==> src/hdl/crb_pkg.sv <==
// ----------------------------------------------------------------------------
// crb_pkg
// Shared types, delay line geometry and helpers for the comb/allpass reverb.
// ----------------------------------------------------------------------------
package crb_pkg;

  // delay line depths at 48 kHz
  localparam int unsigned PdDepth  = 4800;
  localparam int unsigned CombNum  = 4;
  localparam int unsigned ApNum    = 2;
  localparam int unsigned MemDepth = 13632;
  localparam int unsigned AddrW    = $clog2(MemDepth);

  localparam logic [11:0] COMB_LEN [CombNum] = '{12'd1392, 12'd1776, 12'd2064, 12'd2544};
  localparam logic [AddrW-1:0] COMB_BASE [CombNum] =
    '{14'd4800, 14'd6192, 14'd7968, 14'd10032};
  localparam logic [9:0] AP_LEN [ApNum] = '{10'd240, 10'd816};
  localparam logic [AddrW-1:0] AP_BASE [ApNum] = '{14'd12576, 14'd12816};

  // configuration register indexes
  localparam logic [2:0] REG_ROOM    = 3'd0;
  localparam logic [2:0] REG_DAMP    = 3'd1;
  localparam logic [2:0] REG_WET     = 3'd2;
  localparam logic [2:0] REG_PREDLY  = 3'd3;
  localparam logic [2:0] REG_APGAIN  = 3'd4;

  // feedback law constants
  localparam logic [16:0] FB_OFFSET = 17'd52428;
  localparam logic [17:0] FB_SLOPE  = 18'd12451;

  typedef enum logic [4:0] {
    S_CLEAR, S_IDLE, S_FB, S_PRE, S_PD_DATA,
    S_C_RD, S_C_V, S_C_LP2, S_C_LP3, S_C_WR, S_AVG,
    S_A_RD, S_A_V, S_A_Y, S_A_WR, S_M1, S_M2, S_DONE
  } state_e;

  // request to the shared multiply-accumulate unit
  typedef struct packed {
    logic               en;
    logic               clr;
    logic signed [24:0] a;
    logic signed [17:0] b;
  } mac_req_t;

  function automatic logic signed [23:0] sat24(input logic signed [33:0] x);
    if (x > 34'sd8388607) begin
      return 24'sh7FFFFF;
    end else if (x < -34'sd8388608) begin
      return 24'sh800000;
    end
    return x[23:0];
  endfunction

endpackage

==> src/hdl/crb_mac.sv <==
// ----------------------------------------------------------------------------
// crb_mac
// Shared signed multiply-accumulate unit with a 48 bit accumulator.
// ----------------------------------------------------------------------------
module crb_mac (
  input  logic                clk_i,
  input  logic                rst_ni,
  input  crb_pkg::mac_req_t   req_i,
  output logic signed [47:0]  acc_o
);
  import crb_pkg::*;

  logic signed [42:0] prod;
  logic signed [47:0] acc_d, acc_q;

  // product plus optional running sum
  always_comb begin
    prod  = req_i.a * req_i.b;
    acc_d = acc_q;
    if (req_i.en) begin
      acc_d = (req_i.clr ? 48'sd0 : acc_q) + 48'(prod);
    end
  end

  always_ff @(posedge clk_i or negedge rst_ni) begin
    if (!rst_ni) begin
      acc_q <= '0;
    end else begin
      acc_q <= acc_d;
    end
  end

  assign acc_o = acc_q;
endmodule

==> config.mk <==
export PLATFORM = sky130hd
export DESIGN_NAME = crb_mac
export DESIGN_NICKNAME = d
export VERILOG_FILES = /design/src/hdl/crb_pkg.sv /design/src/hdl/crb_mac.sv
export SDC_FILE = /design/constraint.sdc
export NUM_CORES = 1
export LEC_CHECK = 0
export ABC_AREA = 1
export BUFFER_PORTS_ARGS = -buffer_cell sky130_fd_sc_hd__buf_4
export CAP_MARGIN = 0
export CORE_ASPECT_RATIO = 0.75
export CORE_UTILIZATION = 40
export DETAILED_ROUTE_END_ITERATION = 10
export PLACE_DENSITY = 0.59
export SETUP_SLACK_MARGIN = 0.02
export SLEW_MARGIN = 20
export SYNTH_ARGS = -nofsm -noshare
export SYNTH_HDL_FRONTEND = slang
export SYNTH_SLANG_ARGS = --single-unit
==> constraint.sdc <==
create_clock -name clk_i -period 8.3 [get_ports clk_i]
set_input_delay 0.415 -clock clk_i [delete_from_list [all_inputs] [get_ports clk_i]]
set_output_delay 0.415 -clock clk_i [all_outputs]
set_load 0.005 [all_outputs]
# [Word-level counts from Yosys, hierarchy flattened]
# Index checks and enable logic that the tools add are counted.
# Widths: inputs -> output; s select.
[totals] ff_bits=48
[classes] n_addsub=1 mul=1 n_mux=1
[op_table] op="$add 48x43->48" count=1
[op_table] op="$mux 48" count=1
[op_table] op="$mul 25x18->43" count=1

# [Logic depth before layout (Yosys ltp)]
# Gate-level depths: netlist of the first run.
[depth] depth_word=2 mapped_depth=29 mapped_depth_nobuf=27

# [Worst setup path after synthesis of the first run]
# Ideal clock, no wire load.
[synth_timing] path_kind="in2reg" from="in req_i[42] (netlist bit)" to="reg acc_q[42] (netlist: acc_o[42])" arrival_ns=6.320 path_stages=25 slack_ns=1.863 path_buffers=2 cell_sequence="clkbuf_1 > clkbuf_1 > nand2_1 > fa_1 > inv_1 > fa_1 > inv_1 > fa_1 > inv_1 > fa_1 > fa_1 > inv_1 > fa_1 > inv_1 > ha_1 > ha_1 > nand2_1 > nor2_4 > inv_2 > nor3_2 > nand3_1 > nand3_1 > nand2_1 > nand3_1 > nand2_1"
[synth_via] elab_chain_len=2
[synth_lines] item="start, declared" line="crb_mac.sv:8" source="input crb_pkg::mac_req_t req_i,"
[synth_lines] item="$mul 25x18->43" line="crb_mac.sv:18" source="prod = req_i.a * req_i.b;"
[synth_lines] item="$add 48x43->48" line="crb_mac.sv:21" source="acc_d = (req_i.clr ? 48'sd0 : acc_q) + 48'(prod);"
[synth_lines] item="end signal, assigned" line="crb_mac.sv:27" source="acc_q <= '0;"
[synth_lines] item="end signal, assigned" line="crb_mac.sv:29" source="acc_q <= acc_d;"
[synth_lines] item="end, declared" line="crb_mac.sv:14" source="logic signed [47:0] acc_d, acc_q;"
# Every way passes these cells.
# A chain may end at the register's enable or synchronous reset.

# [Final worst setup path of the first run]
[layout_timing] from="in req_i[1] (netlist bit)" to="reg acc_q[42] (netlist: acc_o[42])"
# Same word-level chain as after synthesis.

==> impl_results.md, run 1 <==
* CP Capture Type: flop
* Final #Nets at 3,632
* Crit-path max FO at 25
* Starting Density at 40.6%
* Gr usage total at 22.9%
* Vias in the first global route at between 15,000 and 20,000
* Initial drt markers at between 1,000 and 1,500
* Total gr overflow at 0
* Cts-stage hold buffer count at 0
* Initial antenna violation count at 1
* N_diodes at 0
* Post-synthesis sequential area ratio at roughly 5.4%
* Failing checks: DRC
* Vias/cell at 4.73
* Clock Latency Late Sink at 320 ps
* Slew margin rel. at between 30% and 40%
* Post-Route WL at between 60,000 and 70,000 um
* DP HPWL at 53,200 um
* Status: finished, violations left
* Synthesized netlist net count at 3,647
* Prevailing post-synth register cell: dfrtp_1
* Syn_area_per_cell at approximately 7.5 um^2
* Root Buffer Master: clkbuf_16
* Synth Warn # at 0
* Port Buffers at 94
* First-pass GRT wire length at 100,000 um
* Share of cells above drive strength 1 at 6.63%
* Post-route setup TNS at 0 ps
* Synth area leaders: fa_1 46%, inv_1 16%, nand2_1 15%
* H-Tree Level Count at 2
* Top delay family on crit path: adder cells
* Drt wl/cell at approximately 17 um
* Post CTS Setup Buffer Count at 0
* Row count at 74
* Worst Path Buf+Inv at 7
* Fmax at 150 MHz
* Critical path startpoint category: input port
* Core box area at 54,600 um^2
* Number of storage elements in the synthesis netlist at 48
* Worst Max-Slew Pin Slew at 975 ps
* Max reg flops at 48
* Async SR Flop Fraction at 100%
* Num CTS Buffers at 5
* Most frequent cell after synthesis: inv_1
* Post-synth EDFFs at 0
* CTS tree: done
* Worst path cell trace: buf_4 > nand2_1 > fa_1 > inv_1 > fa_1 > inv_1 > fa_1 > inv_1 > fa_1 > fa_1 > inv_1 > fa_1 > inv_1 > ha_1 > ha_1 > nand2_1 > nor2_4 > inv_2 > nor3_2 > nand3_1 > nand3_1 > nand2_1 > nand3_1 > nand2_1
* Slew Viols, Final at 0
* Setup violators final at 0
* Clock Path Buffers at 2
* Placer Congestion at around 0.9
* Die Width at 274 um
* Die Y-Extent at 206 um
* Period Utilization, post-route at 80.4%
* Pre-Repair DR Iteration Count at 11
* ANT nets after route at 0
* Setup Skew at 10.6 ps
* Yosys top cell by area: fa_1
* Top cell types by occurrence after synthesis: 922 x inv_1, 908 x nand2_1, 507 x fa_1
* P&R area growth vs syn at 5.98%
* Required @ worst endpoint at 8500 ps
* Largest net degree at the start of global routing at 49
* Min Tclk post-route at 6670 ps
* Via count at 17,300
* Cell area after synthesis at 22,200 um^2
* Full die area at about 56,000 um^2
* Post-Syn Instances at 2,956
* Distinct cell type count after synthesis at 34
* Resize count post-CTS at 0
* DRC Markers at 16
* Slowest CP cell: inv_1
* CP Class: in -> reg
* MaxCap Viol Count at 0
* CP peak stage delay at about 720 ps
* RSZ-0062 raised after global routing: no
* Critical Path Most Common Cell: fa_1
* Share of the synthesized area in the top cell type at 45.8%
* Final hold vios at 0
* Critical path arrival at 6870 ps
* Clk slew on worst S/H paths at 80 ps
* Clock Sinks at 48
* Hold/Removal Path Class: in -> async
* # IOs at 95
-- logic make-up after synthesis --
kind of cell | count (synthesis) | synth area share, %
AO/OA/AOI/OAI | 47 | 1.13
XOR/XNOR | 16 | 0.632
adder cells (fa/ha/maj) | 644 | 53.5
buffers and inverters | 1050 | 17.8
flip-flops | 48 | 5.42
AND/OR/NAND/NOR | 1151 | 21.5
-- per-layer routing --
| metal | GRT usage, % | share of wire [%] | routed length (um) |
|---|---|---|---|
| met2 | 37.4 | 46 | 28500 |
| met4 | 2.34 | 0.72 | 444 |
| met3 | 1.79 | 5.0 | 3080 |
| met1 | 34.4 | 48 | 29500 |
| met5 | 0 | 0.021 | 13 |
-- through the flow --
step / hold WS (ps) / instances / setup slack, ps / cell area [um^2] / util (%)
floorplan: 119 / 2956 / 1860 / 22200 / -
global placement: 501 / 3656 / 1360 / 23300 / 42.7
detailed placement: 499 / 3656 / 1290 / 23300 / 42.7
CTS: 203 / 3664 / 1580 / 23500 / 43.0
global route: 223 / 3664 / 1110 / 23500 / 43.0
finish: 169 / 3664 / 1630 / 23500 / 43.0
-- cell usage in the layout (no fill, tap or decap), types with 3 or more instances in the layout --
master / n
a21o_1: 3
a21oi_1: 22
buf_4: 96
clkbuf_16: 5
dfrtp_1: 48
fa_1: 507
ha_1: 137
inv_1: 922
inv_2: 8
nand2_1: 908
nand2_2: 31
nand3_1: 62
nand3_2: 7
nand3b_1: 8
nand4_1: 11
nor2_1: 75
nor2_2: 26
nor2_4: 9
nor3_2: 4
o21ai_0: 14
o21ai_1: 4
or2_1: 4
or2_2: 3
xnor2_1: 15
-- worst paths after layout --
path                            depth (start not counted)  slack (ps)   endpoint  startpoint
worst max-delay path                                   24        1630  acc_o[42]    req_i[1]
worst min-delay path                                    1         170  acc_o[44]      rst_ni
worst min register to register                          2         520   acc_o[3]    acc_o[3]
worst max register to register                         19        3420  acc_o[42]   acc_o[40]
max in group asynchronous                               1        7630   acc_o[4]      rst_ni
min in group clk_i                                      2         520   acc_o[3]    acc_o[3]
-- final cells by class --
cell class | instances | area (um^2)
Clock buffer | 6 | 139
Clock inverter | 2 | 15.0
Fill cell | 5664 | 31100
Inverter | 932 | 3500
Multi-Input combinational cell | 1858 | 17000
Sequential cell | 48 | 1200
Tap cell | 722 | 903
Timing Repair Buffer | 96 | 721
Power of run 1 is not shown: default switching activity piles up to over one toggle a cycle in this logic, so the estimate is an artifact.
==> run 2: changes to the inputs <==
--- a/config.mk
+++ b/config.mk
@@ -11,7 +11,7 @@
 export CORE_ASPECT_RATIO = 0.75
 export CORE_UTILIZATION = 40
 export DETAILED_ROUTE_END_ITERATION = 10
-export PLACE_DENSITY = 0.59
+export PLACE_DENSITY = 0.61
 export SETUP_SLACK_MARGIN = 0.02
 export SLEW_MARGIN = 20
 export SYNTH_ARGS = -nofsm -noshare
==> constraint.sdc (replaced) <==
create_clock -name clk_i -period 5.9 [get_ports clk_i]
set_input_delay 0.295 -clock clk_i [delete_from_list [all_inputs] [get_ports clk_i]]
set_output_delay 0.295 -clock clk_i [all_outputs]
set_load 0.005 [all_outputs]
==> run 2 against run 1 <==
Cell area grew 6.9%. The run still ends with DRC left. Die area stayed put. Sequential cell count unchanged. Critical path depth down 1. Setup slack worse by 1400 ps. Wire length fell by 4.4%. Final cell count is 4.2% higher. Highest routed layer is now met4. Clock skew grew 5.3 ps. Non-clock buffer count grew 155.
==> impl_results.md, run 2 (synthesis results as in run 1) <==
* Status: finished, violations left
* Failing checks: DRC
* Crit-path max FO at 22 (-12%)
* Slew margin rel. at 51.8% (+17 points)
* Total gr overflow at 0 (unchanged)
* H-Tree Level Count at 2 (unchanged)
* Required @ worst endpoint at 6090 ps (-2410 ps)
* Fmax at approximately 180 MHz
* Setup violators final at 0 (unchanged)
* DRC Markers at 16 (unchanged)
* Vias in the first global route at 18,100 (-0.75%)
* Min Tclk post-route at 5680 ps
* Post-Route WL at 58,800 um (-4.4%)
* Critical path startpoint category: input port
* Pre-Repair DR Iteration Count at 8 (-3)
* Slowest CP cell: fa_1
* Vias/cell at 4.56 (-3.7%)
* Full die area at 56,400 um^2 (unchanged)
* Top delay family on crit path: adder cells
* ANT nets after route at 0 (unchanged)
* P&R area growth vs syn at 13.2%
* Gr usage total at 22.3% (-0.67 points)
* Die Y-Extent at 206 um (unchanged)
* Post-route setup TNS at 0 ps (unchanged)
* RSZ-0062 raised after global routing: no
* First-pass GRT wire length at 97,900 um (-2.5%)
* Most frequent cells in the layout: 916 x inv_1, 901 x nand2_1, 504 x fa_1
* Final #Nets at 3,787 (+4.3%)
* Setup Skew at 15.9 ps (+5.35 ps)
* Clock Sinks at 48 (unchanged)
* Worst path cell trace: buf_4 > nand2_1 > inv_1 > fa_1 > inv_1 > fa_1 > inv_1 > fa_1 > fa_1 > fa_1 > fa_1 > fa_1 > ha_2 > nand2_2 > nor2_4 > nand2_1 > nor3_1 > buf_4 > nand3_1 > nand3_1 > nand2_1 > nand3_1 > nand2_1
* Clk slew on worst S/H paths at 60 ps (-20 ps)
* Worst Path Buf+Inv at 5 (-2)
* Initial drt markers at 1,189 (+13%)
* Initial antenna violation count at 0 (-1)
* Die Width at 274 um (unchanged)
* Clock Latency Late Sink at 310 ps (about the same)
* Critical Path Most Common Cell: fa_1
* Port Buffers at 94 (unchanged)
* Cts-stage hold buffer count at 0 (unchanged)
* Via count at 17,400 (+0.42%)
* CTS tree: done
* DP HPWL at 53,000 um (-0.36%)
* Placed cell count at 3,811 (+4.2%)
* # IOs at 95 (unchanged)
* Hold/Removal Path Class: in -> async
* Max reg flops at 48 (unchanged)
* Root Buffer Master: clkbuf_16
* Worst Max-Slew Pin Slew at 723 ps (-253 ps)
* Critical path arrival at 5870 ps (-1000 ps)
* Placer Congestion at 0.935 (+3.6%)
* N_diodes at 0 (unchanged)
* Largest net degree at the start of global routing at 54 (+10%)
* Num CTS Buffers at 5 (unchanged)
* CP peak stage delay at 560 ps (-160 ps)
* Most common cell after layout, fill and taps aside: inv_1
* CP Class: in -> reg
* Share of cells above drive strength 1 at 12.5% (+5.9 points)
* Period Utilization, post-route at 96.3%
* Post-route insts no fill at 3,819 (+4.2%)
* Row count at 74 (unchanged)
* CP Capture Type: flop
* Slew Viols, Final at 0 (unchanged)
* Starting Density at 40.6% (unchanged)
* Drt wl/cell at 15.4 um (-8.3%)
* Clock Path Buffers at 2 (unchanged)
* MaxCap Viol Count at 0 (unchanged)
* Final hold vios at 0 (unchanged)
* Core box area at 54,600 um^2 (unchanged)
[run 2: changes by cell type in the layout (fill, tap and decap cells not counted), moves of 7 or more]
| cell | before | now |
|---|---|---|
| ha_4 | 0 | 19 |
| buf_4 | 96 | 234 |
| buf_12 | 0 | 11 |
| nand2_2 | 31 | 38 |
| nand2_1 | 908 | 901 |
| ha_1 | 137 | 117 |
[run 2: through the flow]
| stage | instance area, um^2 | hold WS (ps) | setup slack, ps | utilization (%) |
|---|---|---|---|---|
| global route | 25100 | 99.2 | 20.0 | 46.0 |
| finish | 25100 | 40.1 | 220 | 46.0 |
| CTS | 25000 | 59.0 | 165 | 45.8 |
| global placement | 24900 | 398 | -67.3 | 45.5 |
| floorplan | 22500 | -0.591 | 33.0 | - |
| detailed placement | 24900 | 401 | -123 | 45.5 |
[run 2: worst paths after layout]
kind	start	to	slack, ps	cells past startpoint
min reg2reg	acc_o[3]	acc_o[3]	530	2
min	rst_ni	acc_o[43]	40	1
min in group clk_i	req_i[44]	acc_o[4]	430	3
max in group asynchronous	rst_ni	acc_o[12]	5380	1
max reg2reg	acc_o[16]	acc_o[43]	1070	18
max	req_i[12]	acc_o[43]	220	23
[run 2: final cells by class]
| type | instances | area (um^2) |
|---|---|---|
| Sequential cell | 48 | 1200 |
| Fill cell | 5530 | 29500 |
| Clock buffer | 7 | 143 |
| Timing Repair Buffer | 251 | 2040 |
| Tap cell | 722 | 903 |
| Inverter | 932 | 3510 |
| Multi-Input combinational cell | 1858 | 17300 |
| Clock inverter | 1 | 7.51 |
[run 2: layer usage]
metal | GRT usage (%) | part of all wire [%] | vias up
met4 | 3.13 | 1.1 | 0
met1 | 34.3 | 50 | 8501
met2 | 33.7 | 43 | 448
met5 | 0 | 0 | -
li1 | - | - | 8415
met3 | 3.17 | 6.7 | 39
[run 2: repair_timing]
item,CTS,global route
resized for setup,0,18
endpoints found under the setup margin,0,16
setup buffers,0,0
Power of run 2 is left out for the same reason.
